File: src/hw/rtl/hbwd_pkg.sv
// ----------------------------------------------------------------------------
// hbwd_pkg
// Types, codes and constants shared by the heartbeat watchdog modules.
// ----------------------------------------------------------------------------
`default_nettype none

package hbwd_pkg;

    localparam int CHANNELS_DEF = 8;
    localparam int CHANNEL_W    = 3;
    localparam int CH_MAX       = (1 << CHANNEL_W) - 1;
    localparam int CODE_W       = 8;
    localparam int TIME_W       = 32;
    localparam int CFG_W        = 16;
    localparam int APB_DW       = 32;
    localparam int APB_AW       = 3;

    localparam logic [CFG_W-1:0] STALL_TICKS_RST  = 16'd5;
    localparam logic [CFG_W-1:0] REPEAT_TICKS_RST = 16'd30;

    typedef enum logic [2:0] {
        CMD_TICK   = 3'd0,
        CMD_REG    = 3'd1,
        CMD_UNREG  = 3'd2,
        CMD_BEAT   = 3'd3,
        CMD_PARK   = 3'd4,
        CMD_WAIT   = 3'd5
    } t_cmd;

    typedef enum logic [1:0] {
        KIND_HEADER = 2'd0,
        KIND_LINE   = 2'd1,
        KIND_RESUME = 2'd2
    } t_kind;

    typedef enum logic [1:0] {
        LS_RUNNING  = 2'd0,
        LS_PARKED   = 2'd1,
        LS_WAITING  = 2'd2,
        LS_STUCK    = 2'd3
    } t_line_state;

    typedef enum logic [1:0] {
        ST_IDLE  = 2'd0,
        ST_EVAL  = 2'd1,
        ST_SHIFT = 2'd2
    } t_state;

    typedef struct packed {
        logic [2:0]           command;
        logic [CHANNEL_W-1:0] channel;
        logic [CODE_W-1:0]    code;
    } t_in;

    typedef struct packed {
        logic [1:0]           kind;
        logic [CHANNEL_W-1:0] line_channel;
        logic [1:0]           line_state;
        logic [CODE_W-1:0]    reason;
        logic [TIME_W-1:0]    elapsed;
        logic                 last;
    } t_out;

    // Operation broadcast to every cell; addressed ops also need the cell's select.
    typedef struct packed {
        logic              do_tick;
        logic              do_reg;
        logic              do_unreg;
        logic              do_beat;
        logic              do_park;
        logic              do_wait;
        logic [CODE_W-1:0] code;
    } t_cell_op;

    // One report line travelling down the chain.
    typedef struct packed {
        logic                 valid;
        logic [CHANNEL_W-1:0] channel;
        logic [1:0]           state;
        logic [CODE_W-1:0]    reason;
        logic [TIME_W-1:0]    elapsed;
    } t_line;

endpackage

`default_nettype wire

File: src/hw/rtl/hbwd_cell.sv
// ----------------------------------------------------------------------------
// hbwd_cell
// One watched channel: its record, its tick update and one slot of the
// report chain that shifts lines towards the output.
// ----------------------------------------------------------------------------
`default_nettype none

module hbwd_cell #(
    parameter int IDX = 0
) (
    input  wire                          i_clk,
    input  wire                          i_rst_n,
    input  hbwd_pkg::t_cell_op           i_op,
    input  wire                          i_sel,
    input  wire  [hbwd_pkg::TIME_W-1:0]  i_now,
    input  wire  [hbwd_pkg::TIME_W-1:0]  i_now_next,
    input  wire  [hbwd_pkg::CFG_W-1:0]   i_stall,
    input  wire                          i_load,
    input  wire                          i_shift,
    input  hbwd_pkg::t_line              i_next_slot,
    output hbwd_pkg::t_line              o_slot,
    output logic                         o_stalled
);
    import hbwd_pkg::*;

    logic              r_en, n_en;
    logic              r_beat, n_beat;
    logic [CODE_W-1:0] r_park, n_park;
    logic [CODE_W-1:0] r_wait, n_wait;
    logic [TIME_W-1:0] r_prog, n_prog;
    logic              r_stalled, n_stalled;
    t_line             r_slot, n_slot;
    t_line             line;
    logic [TIME_W-1:0] age_next;
    logic [TIME_W-1:0] age_now;

    assign age_next = i_now_next - r_prog;
    assign age_now  = i_now - r_prog;

    always_comb begin
        n_en      = r_en;
        n_beat    = r_beat;
        n_park    = r_park;
        n_wait    = r_wait;
        n_prog    = r_prog;
        n_stalled = r_stalled;
        if (i_op.do_tick) begin
            if (r_en) begin
                if (r_park != '0 || r_beat) begin
                    n_beat    = 1'b0;
                    n_prog    = i_now_next;
                    n_stalled = 1'b0;
                end else begin
                    n_stalled = age_next >= {{(TIME_W-CFG_W){1'b0}}, i_stall};
                end
            end
        end else if (i_sel) begin
            if (i_op.do_reg || i_op.do_unreg) begin
                n_en      = i_op.do_reg;
                n_beat    = 1'b0;
                n_park    = '0;
                n_wait    = '0;
                n_prog    = i_op.do_reg ? i_now : '0;
                n_stalled = 1'b0;
            end else if (r_en) begin
                if (i_op.do_beat) begin
                    n_beat = 1'b1;
                end
                if (i_op.do_park) begin
                    n_park = i_op.code;
                end
                if (i_op.do_wait) begin
                    n_wait = i_op.code;
                end
            end
        end
    end

    // Line this channel contributes to a report: parked over waiting over stalled.
    always_comb begin
        line         = '0;
        line.valid   = r_en;
        line.channel = CHANNEL_W'(IDX);
        if (r_park != '0) begin
            line.state  = LS_PARKED;
            line.reason = r_park;
        end else if (r_wait != '0) begin
            line.state   = LS_WAITING;
            line.reason  = r_wait;
            line.elapsed = age_now;
        end else if (r_stalled) begin
            line.state   = LS_STUCK;
            line.elapsed = age_now;
        end else begin
            line.state = LS_RUNNING;
        end
    end

    always_comb begin
        n_slot = r_slot;
        if (i_load) begin
            n_slot = line;
        end else if (i_shift) begin
            n_slot = i_next_slot;
        end
    end

    always_ff @(posedge i_clk) begin
        if (!i_rst_n) begin
            r_en      <= 1'b0;
            r_beat    <= 1'b0;
            r_park    <= '0;
            r_wait    <= '0;
            r_prog    <= '0;
            r_stalled <= 1'b0;
            r_slot    <= '0;
        end else begin
            r_en      <= n_en;
            r_beat    <= n_beat;
            r_park    <= n_park;
            r_wait    <= n_wait;
            r_prog    <= n_prog;
            r_stalled <= n_stalled;
            r_slot    <= n_slot;
        end
    end

    assign o_slot    = r_slot;
    assign o_stalled = r_stalled;

endmodule

`default_nettype wire

File: src/hw/rtl/multi_channel_heartbeat_watchdog_unit.sv
// ----------------------------------------------------------------------------
// multi_channel_heartbeat_watchdog_unit
// Heartbeat watchdog over a row of channel cells with a shifting report chain.
// ----------------------------------------------------------------------------
// Usage:
//   Issue a command item with start while busy is low. Register, unregister,
//   beat and code commands complete in the accepting cycle and give no result;
//   the next item may follow at once.
//   A tick updates every cell in the accepting cycle, then holds busy through
//   an evaluation state. If nothing is reported the block is idle again after
//   evaluation. A resumed notice is on o_result in the cycle after evaluation.
//   A freeze report shows the header in the cycle after evaluation, then the
//   chain shifts one cell a cycle; the slot walk through the cell chain sets
//   the length of a report. Disabled channels leave gaps in the strobe.
//   Each result is on o_result for one cycle with o_strobe high; the receiver
//   cannot stall, and last marks the final result of the tick.
//   stall_ticks and repeat_ticks sit at APB byte addresses 0 and 4.
//   Reset clears every channel, the time base and the freeze state and loads
//   the register defaults (5 and 30); no clearing pass is needed.
// ----------------------------------------------------------------------------
`default_nettype none

module multi_channel_heartbeat_watchdog_unit #(
    parameter int CHANNELS = hbwd_pkg::CHANNELS_DEF
) (
    input  wire                          i_clk,
    input  wire                          i_rst_n,
    input  wire                          start,
    output logic                         busy,
    input  hbwd_pkg::t_in                i_item,
    output logic                         o_strobe,
    output hbwd_pkg::t_out               o_result,
    input  wire                          psel,
    input  wire                          penable,
    input  wire                          pwrite,
    input  wire  [hbwd_pkg::APB_AW-1:0]  paddr,
    input  wire  [hbwd_pkg::APB_DW-1:0]  pwdata,
    output logic [hbwd_pkg::APB_DW-1:0]  prdata,
    output logic                         pready
);
    import hbwd_pkg::*;

    t_state            r_state, n_state;
    logic [CFG_W-1:0]  r_stall, n_stall;
    logic [CFG_W-1:0]  r_repeat, n_repeat;
    logic [TIME_W-1:0] r_now, n_now;
    logic              r_freeze, n_freeze;
    logic [TIME_W-1:0] r_fstart, n_fstart;
    logic [TIME_W-1:0] r_due, n_due;
    logic              r_strobe, n_strobe;
    t_out              r_result, n_result;

    logic              accept;
    logic              is_tick;
    t_cell_op          op;
    logic [TIME_W-1:0] now_next;
    logic              stall_seen;
    logic [TIME_W-1:0] due_lag;
    logic              report;
    logic              load_chain;
    logic              shift_chain;
    logic              rest_valid;
    logic              cfg_wr;

    logic [CHANNELS-1:0] sel;
    logic [CHANNELS-1:0] stalled;
    logic [CHANNELS-1:0] slot_valid;
    t_line               slot [CHANNELS];
    t_line               head;

    assign busy     = (r_state != ST_IDLE);
    assign accept   = start && !busy;
    assign is_tick  = (i_item.command == CMD_TICK);
    assign now_next = r_now + TIME_W'(1);

    // Decode the item into a broadcast operation.
    always_comb begin
        op      = '0;
        op.code = i_item.code;
        if (accept) begin
            unique case (t_cmd'(i_item.command))
                CMD_TICK:  op.do_tick  = 1'b1;
                CMD_REG:   op.do_reg   = 1'b1;
                CMD_UNREG: op.do_unreg = 1'b1;
                CMD_BEAT:  op.do_beat  = 1'b1;
                CMD_PARK:  op.do_park  = 1'b1;
                CMD_WAIT:  op.do_wait  = 1'b1;
                default: ;
            endcase
        end
    end

    genvar gi;
    generate
        for (gi = 0; gi < CHANNELS; gi++) begin : g_cell
            t_line next_slot;
            if (gi == CHANNELS - 1) begin : g_tail
                assign next_slot = '0;
            end else begin : g_link
                assign next_slot = slot[gi+1];
            end
            if (gi <= CH_MAX) begin : g_addr
                assign sel[gi] = (i_item.channel == CHANNEL_W'(gi));
            end else begin : g_noaddr
                assign sel[gi] = 1'b0;
            end

            hbwd_cell #(
                .IDX (gi)
            ) u_cell (
                .i_clk       (i_clk),
                .i_rst_n     (i_rst_n),
                .i_op        (op),
                .i_sel       (sel[gi]),
                .i_now       (r_now),
                .i_now_next  (now_next),
                .i_stall     (r_stall),
                .i_load      (load_chain),
                .i_shift     (shift_chain),
                .i_next_slot (next_slot),
                .o_slot      (slot[gi]),
                .o_stalled   (stalled[gi])
            );
            assign slot_valid[gi] = slot[gi].valid;
        end
    endgenerate

    assign head       = slot[0];
    assign rest_valid = |(slot_valid >> 1);
    assign stall_seen = |stalled;
    // Repeat once the due time is reached, read as a wrap-aware difference.
    assign due_lag    = r_now - r_due;
    assign report     = stall_seen && (!r_freeze || !due_lag[TIME_W-1]);

    // Next state.
    always_comb begin
        n_state = r_state;
        unique case (r_state)
            ST_IDLE:  if (accept && is_tick) n_state = ST_EVAL;
            ST_EVAL:  n_state = report ? ST_SHIFT : ST_IDLE;
            ST_SHIFT: if (!rest_valid) n_state = ST_IDLE;
            default:  n_state = ST_IDLE;
        endcase
    end

    // Outputs of the sequencer.
    always_comb begin
        load_chain  = 1'b0;
        shift_chain = 1'b0;
        unique case (r_state)
            ST_EVAL:  load_chain  = report;
            ST_SHIFT: shift_chain = 1'b1;
            default: ;
        endcase
    end

    // Freeze bookkeeping and the result register.
    always_comb begin
        n_now    = (accept && is_tick) ? now_next : r_now;
        n_freeze = r_freeze;
        n_fstart = r_fstart;
        n_due    = r_due;
        n_strobe = 1'b0;
        n_result = '0;
        if (r_state == ST_EVAL) begin
            if (report) begin
                if (!r_freeze) begin
                    n_freeze = 1'b1;
                    n_fstart = r_now - {{(TIME_W-CFG_W){1'b0}}, r_stall};
                end
                n_due            = r_now + {{(TIME_W-CFG_W){1'b0}}, r_repeat};
                n_strobe         = 1'b1;
                n_result.kind    = KIND_HEADER;
                n_result.elapsed = r_now - n_fstart;
            end else if (!stall_seen && r_freeze) begin
                n_freeze         = 1'b0;
                n_strobe         = 1'b1;
                n_result.kind    = KIND_RESUME;
                n_result.elapsed = r_now - r_fstart;
                n_result.last    = 1'b1;
            end
        end else if (r_state == ST_SHIFT) begin
            n_strobe              = head.valid;
            n_result.kind         = KIND_LINE;
            n_result.line_channel = head.channel;
            n_result.line_state   = head.state;
            n_result.reason       = head.reason;
            n_result.elapsed      = head.elapsed;
            n_result.last         = !rest_valid;
        end
    end

    // Register port: index taken from the word address.
    assign cfg_wr = psel && penable && pwrite && pready;
    assign pready = 1'b1;
    assign prdata = paddr[2] ? {{(APB_DW-CFG_W){1'b0}}, r_repeat}
                             : {{(APB_DW-CFG_W){1'b0}}, r_stall};

    always_comb begin
        n_stall  = r_stall;
        n_repeat = r_repeat;
        if (cfg_wr) begin
            if (paddr[2]) begin
                n_repeat = pwdata[CFG_W-1:0];
            end else begin
                n_stall = pwdata[CFG_W-1:0];
            end
        end
    end

    always_ff @(posedge i_clk) begin
        if (!i_rst_n) begin
            r_state  <= ST_IDLE;
            r_stall  <= STALL_TICKS_RST;
            r_repeat <= REPEAT_TICKS_RST;
            r_now    <= '0;
            r_freeze <= 1'b0;
            r_fstart <= '0;
            r_due    <= '0;
            r_strobe <= 1'b0;
            r_result <= '0;
        end else begin
            r_state  <= n_state;
            r_stall  <= n_stall;
            r_repeat <= n_repeat;
            r_now    <= n_now;
            r_freeze <= n_freeze;
            r_fstart <= n_fstart;
            r_due    <= n_due;
            r_strobe <= n_strobe;
            r_result <= n_result;
        end
    end

    assign o_strobe = r_strobe;
    assign o_result = r_result;

    // A result only ever follows a cycle of tick work.
    a_strobe_after_work: assert property (@(posedge i_clk) disable iff (!i_rst_n)
        o_strobe |-> $past(r_state != ST_IDLE))
        else $error("result without tick work");

    // Commands other than tick leave the block idle.
    a_cmd_no_work: assert property (@(posedge i_clk) disable iff (!i_rst_n)
        accept && !is_tick |=> r_state == ST_IDLE)
        else $error("non-tick command started work");

    // The final result of a tick coincides with the return to idle.
    a_last_idle: assert property (@(posedge i_clk) disable iff (!i_rst_n)
        o_strobe && o_result.last |-> r_state == ST_IDLE)
        else $error("last result while still busy");

    // Freeze state changes only on evaluation.
    a_freeze_eval: assert property (@(posedge i_clk) disable iff (!i_rst_n)
        !$stable(r_freeze) |-> $past(r_state == ST_EVAL))
        else $error("freeze flag moved outside evaluation");

endmodule

`default_nettype wire

File: config.mk
export PLATFORM = sky130hd
export DESIGN_NAME = multi_channel_heartbeat_watchdog_unit
export DESIGN_NICKNAME = d
export VERILOG_FILES = /design/src/hw/rtl/hbwd_pkg.sv /design/src/hw/rtl/hbwd_cell.sv /design/src/hw/rtl/multi_channel_heartbeat_watchdog_unit.sv
export SDC_FILE = /design/constraint.sdc
export NUM_CORES = 2
export LEC_CHECK = 0
export BUFFER_PORTS_ARGS = -buffer_cell sky130_fd_sc_hd__buf_2
export CAP_MARGIN = 20
export CELL_PAD_IN_SITES_DETAIL_PLACEMENT = 1
export CELL_PAD_IN_SITES_GLOBAL_PLACEMENT = 1
export CORE_MARGIN = 1.5
export CORE_UTILIZATION = 52
export DETAILED_ROUTE_END_ITERATION = 8
export GPL_ROUTABILITY_DRIVEN = 0
export MAX_ROUTING_LAYER = met4
export PLACE_DENSITY = 0.95
export SLEW_MARGIN = 40
export SYNTH_ARGS = -nofsm -noshare
export SYNTH_HDL_FRONTEND = slang
export SYNTH_SLANG_ARGS = --single-unit
File: constraint.sdc
create_clock -name i_clk -period 11 [get_ports i_clk]
set_input_delay 0.55 -clock i_clk [delete_from_list [all_inputs] [get_ports i_clk]]
set_output_delay 0.55 -clock i_clk [all_outputs]
set_load 0.02 [all_outputs]
==> out/qor.yml, run 1 <==
cts_made_buffers: 108
synth_seq_cells: 953
grt_util_all_layers: 0.698
htreeDepth: 3
synth_cell_type_count: 88
dp_hpwl_um: 226000
cts_resized: 0
synth.largest_area_cell: "dfxtp_1"
ys.flop_type: "dfxtp_1"
ios: 138
cts_max_path_buffers: 3
grt_max_degree: 180
cts_root_buf: "clkbuf_16"
synthArstFlopShare: 0
seq_area_frac_synth: 0.267
die_h_um: 374
port_buffers: 102
post_cts_buffers: 0
dp.cells: 11000
synth_area_um2: 71400
fp.dieW_um: 374
grt_overflow_total: 327
start_util: 0.526
yosysWarnings: 0
synth_edf_count: 0
holdBufCountCts: 0
synthTopCellsByArea: "dfxtp_1, ha_1, a21oi_1"
status: "aborted with a tool error"
antenna_found_initial: 67
firstError: "[ERROR GRT-0232] Routing congestion too high. Check the congestion heatmap in the GUI."
synth_top_area_frac: 0.267
core.rowCount: 135
clock_sinks: 953
place_area_um2: 74100
stop_stage: "5_1_grt"
syn_avg_cell_area_um2: 7.59
netlist_instances: 9408
==> kinds of logic after synthesis <==
logic type,count (synthesis),share of synthesized area
multiplexers,192,0.0271
AO/OA/AOI/OAI,3009,0.261
flip-flops,953,0.267
AND/OR/NAND/NOR,3002,0.190
XOR/XNOR,555,0.0681
adder cells (fa/ha/maj),769,0.137
other,2,0.000105
buffers and inverters,926,0.0497
==> synthesized netlist by cell type (all sizes together), types with 54 or more instances <==
cell	count
or3	64
o21bai	61
and3	87
and2	54
a221oi	114
nand4	67
dfxtp	953
o21ai	707
nor2b	104
mux2i	181
xnor2	339
inv	473
nand3	153
nand2	1074
xor2	216
nand2b	99
nor2	950
a21oi	1068
clkbuf	407
o31ai	54
o21a	104
ha	749
a31oi	102
a211oi	91
a21o	240
nor3	163
==> stage by stage <==
stage / worst slack (ns) / utilization / hold slack, ns
after global placement: 3.51 / 0.544 / 0.436
after floorplan: 4.57 / - / 0.420
after detailed placement: 3.39 / 0.546 / 0.447
after CTS: 3.17 / 0.574 / 0.000212
==> per-layer routing <==
layer	overflow	GRT usage
met5	-	-
met4	121	0.678
met3	16	0.568
met2	175	0.826
met1	15	0.683
==> inputs of run 2 (changes only) <==
CELL_PAD_IN_SITES_DETAIL_PLACEMENT = unset   (was 1)
CELL_PAD_IN_SITES_GLOBAL_PLACEMENT = unset   (was 1)
CORE_UTILIZATION = 40   (was 52)
MAX_ROUTING_LAYER = unset   (was met4)
PLACE_DENSITY = unset   (was 0.95)
PLACE_DENSITY_LB_ADDON = 0.15   (was unset)
==> run 2 against run 1 <==
Effect of this change: the flow now finishes without violations; synthesized cell count unchanged; area after synthesis stayed put.
==> out/qor.yml, run 2 <==
critPathMaxFanout: 17
ant_nets: 0
synthTopCellsByCount: "nand2_1, a21oi_1, dfxtp_1"
worstPathArrival_ns: 7.96
cp-start-kind: "flip-flop"
rsz0062_at_grt: "no"
syn_avg_cell_area_um2: 7.59  # unchanged
synth.largest_area_cell: "dfxtp_1"
yosysWarnings: 0  # unchanged
design.die.area_um2: 181000
drv_slew: 0
fp.dieW_um: 425  # +14%
fin_worst_skew_ns: 0.0654
crit_type: "flip-flop to flip-flop"
port_buffers: 102  # unchanged
htreeDepth: 3  # unchanged
drive_above_1_share: 0.0682
hold_viol: 0
antenna_found_initial: 6
largest_reg_flops: 365
ff_latch_area_um2: 19100
synth_edf_count: 0  # unchanged
holdCritPathClass: "primary input to flip-flop"
critical_path.max_stage_delay_ns: 0.67
num_vias: 70000
grt_pass1_vias: 67200
remaining_drc_errors: 0
grt_util_all_layers: 0.282
synth_top_area_frac: 0.267  # unchanged
clock_sinks: 953  # unchanged
post_cts_buffers: 0  # unchanged
cts_made_buffers: 115  # +6.5%
fin_crit_sh: 0.669
worst_pin_slew_ns: 0.949
core.rowCount: 154  # +14%
slew-limit-headroom: 0.367
grt_max_degree: 138
fin_tns_setup_ns: 0
dr.pass1.iters: 6
coreArea_um2: 177000
clock_latency_ns: 0.81
holdBufCountCts: 14  # +14
wl_per_cell_um: 22.4
ir_worst_vdd_mv: 0.122
multi_input_area_um2: 49200
ys.flop_type: "dfxtp_1"
yosysMostFrequentCell: "nand2_1"
p_per_area_nw_per_um2: 102
synthArstFlopShare: 0  # unchanged
cp-end-kind: "flip-flop"
fmax_mhz: 136
grt_pass1_wl_um: 399000
synthTopCellsByArea: "dfxtp_1, ha_1, a21oi_1"
ios: 138  # unchanged
required_ns: 11.61
fill_cells: 17500
finalCriticalPeriod_ns: 7.35
cts_tree: "built"
nets: 10200
final_common_cell: "nand2_1"
slowest_stage: "nor4_1"
cts_root_buf: "clkbuf_16"
path_cells: "buf_4 > and4_1 > and3_1 > nand3_1 > or2_2 > nor2_1 > nand3_1 > nor2_1 > xor2_1 > buf_4 > ha_1 > o21a_1 > o31a_1 > o41ai_1 > mux2i_1 > nor4_1 > o221ai_1 > or4_1 > or4b_1 > nor4_1 > o22ai_1"
viasPerCell: 5.92
cts_max_path_buffers: 3  # unchanged
start_util: 0.404  # -0.122
die_h_um: 425  # +14%
seq_area_frac_synth: 0.267  # unchanged
drt_iter0_markers: 5624
synth_cell_type_count: 88  # unchanged
grt_overflow_total: 0
cts_resized: 0  # unchanged
design_area_um2: 79300
status: "finished, final reports clean"
place_area_um2: 74900  # +1.1%
layout_common_cells: "nand2_1, a21oi_1, dfxtp_1, nor2_1, ha_1"
area_growth_pct: 11.0
netlist_instances: 9408  # unchanged
synth_area_um2: 71400  # unchanged
max_cap_viol_count: 0
wl_um: 264000
clk_pin_slew_ns: 0.06
synth_seq_cells: 953  # unchanged
p_leak_uw: 0.0331
setup_viol: 0
dp_hpwl_um: 199000  # -12%
run 2: layout make-up:
class                   instances  share of cell area
multi-input cells            7544               0.621
clock buffers                 151              0.0404
inverters                     474              0.0225
well taps                    2340              0.0369
clock inverters                65              0.0118
flip-flops and latches        953               0.241
diodes                          2           0.0000631
repair buffers                290              0.0262
run 2: stage by stage:
stage                     cells   util  hold WS, ns  power (uW)  setup WS (ns)
final                     11800  0.449       0.0519        8080           3.65
after global routing      11800  0.449       0.0383        8300           3.27
after CTS                 11800  0.448      0.00111        8140           3.61
after detailed placement  11600  0.424        0.443        3930           3.65
after global placement    11600  0.422        0.432        3920           3.79
after floorplan            9423      -        0.420        3780           4.57
run 2: power by group:
part	internal (uW)	leakage [uW]	switching, uW
logic	120	0.0234	276
registers	3460	0.00767	6.72
clock network	2480	0.00202	1730
total	6060	0.0331	2010
run 2: per-layer routing:
metal	wire length (um)	part of all wire	up-vias	GRT usage
met5	7	0.000026	-	0
met4	10600	0.040	2	0.115
met3	15400	0.058	498	0.0273
met2	122000	0.46	2305	0.469
met1	117000	0.44	33500	0.373
li1	-	-	33600	-
run 2: cells by family after synthesis:
| logic type | synth area share |
|---|---|
| buffers and inverters | 0.0497 |
| xor gates and xnor gates | 0.0681 |
| and+or+nand+nor | 0.190 |
| muxes | 0.0271 |
| adders and majority gates | 0.137 |
| other | 0.000105 |
| DFF | 0.267 |
| AOI/OAI and AO/OA | 0.261 |
run 2: worst max-delay path: cells and delay by family, from the launching register on:
| family | cells | cell delay [ns] |
|---|---|---|
| and+or+nand+nor | 11 | 4.52 |
| xor gates and xnor gates | 1 | 0.18 |
| adders and majority gates | 1 | 0.35 |
| DFF | 1 | 0.31 |
| AOI/OAI and AO/OA | 5 | 1.04 |
| muxes | 1 | 0.15 |
| buffers and inverters | 2 | 0.61 |
run 2: worst paths after layout:
| kind | start | endpoint | slack, ns | depth (start not counted) |
|---|---|---|---|---|
| max reg2reg | r_now[5]$_SDFFE_PN0P_ | g_cell[4].u_cell.o_stalled$_SDFFE_PN0P_ | 3.65 | 21 |
| min | pwdata[13] | r_repeat[13]$_SDFFE_PN0P_ | 0.05 | 3 |
| min reg2reg | r_due[0]$_SDFFE_PN0P_ | r_due[0]$_SDFFE_PN0P_ | 0.45 | 2 |
| max | r_now[5]$_SDFFE_PN0P_ | g_cell[4].u_cell.o_stalled$_SDFFE_PN0P_ | 3.65 | 21 |
(Power assumes the default switching activity.)
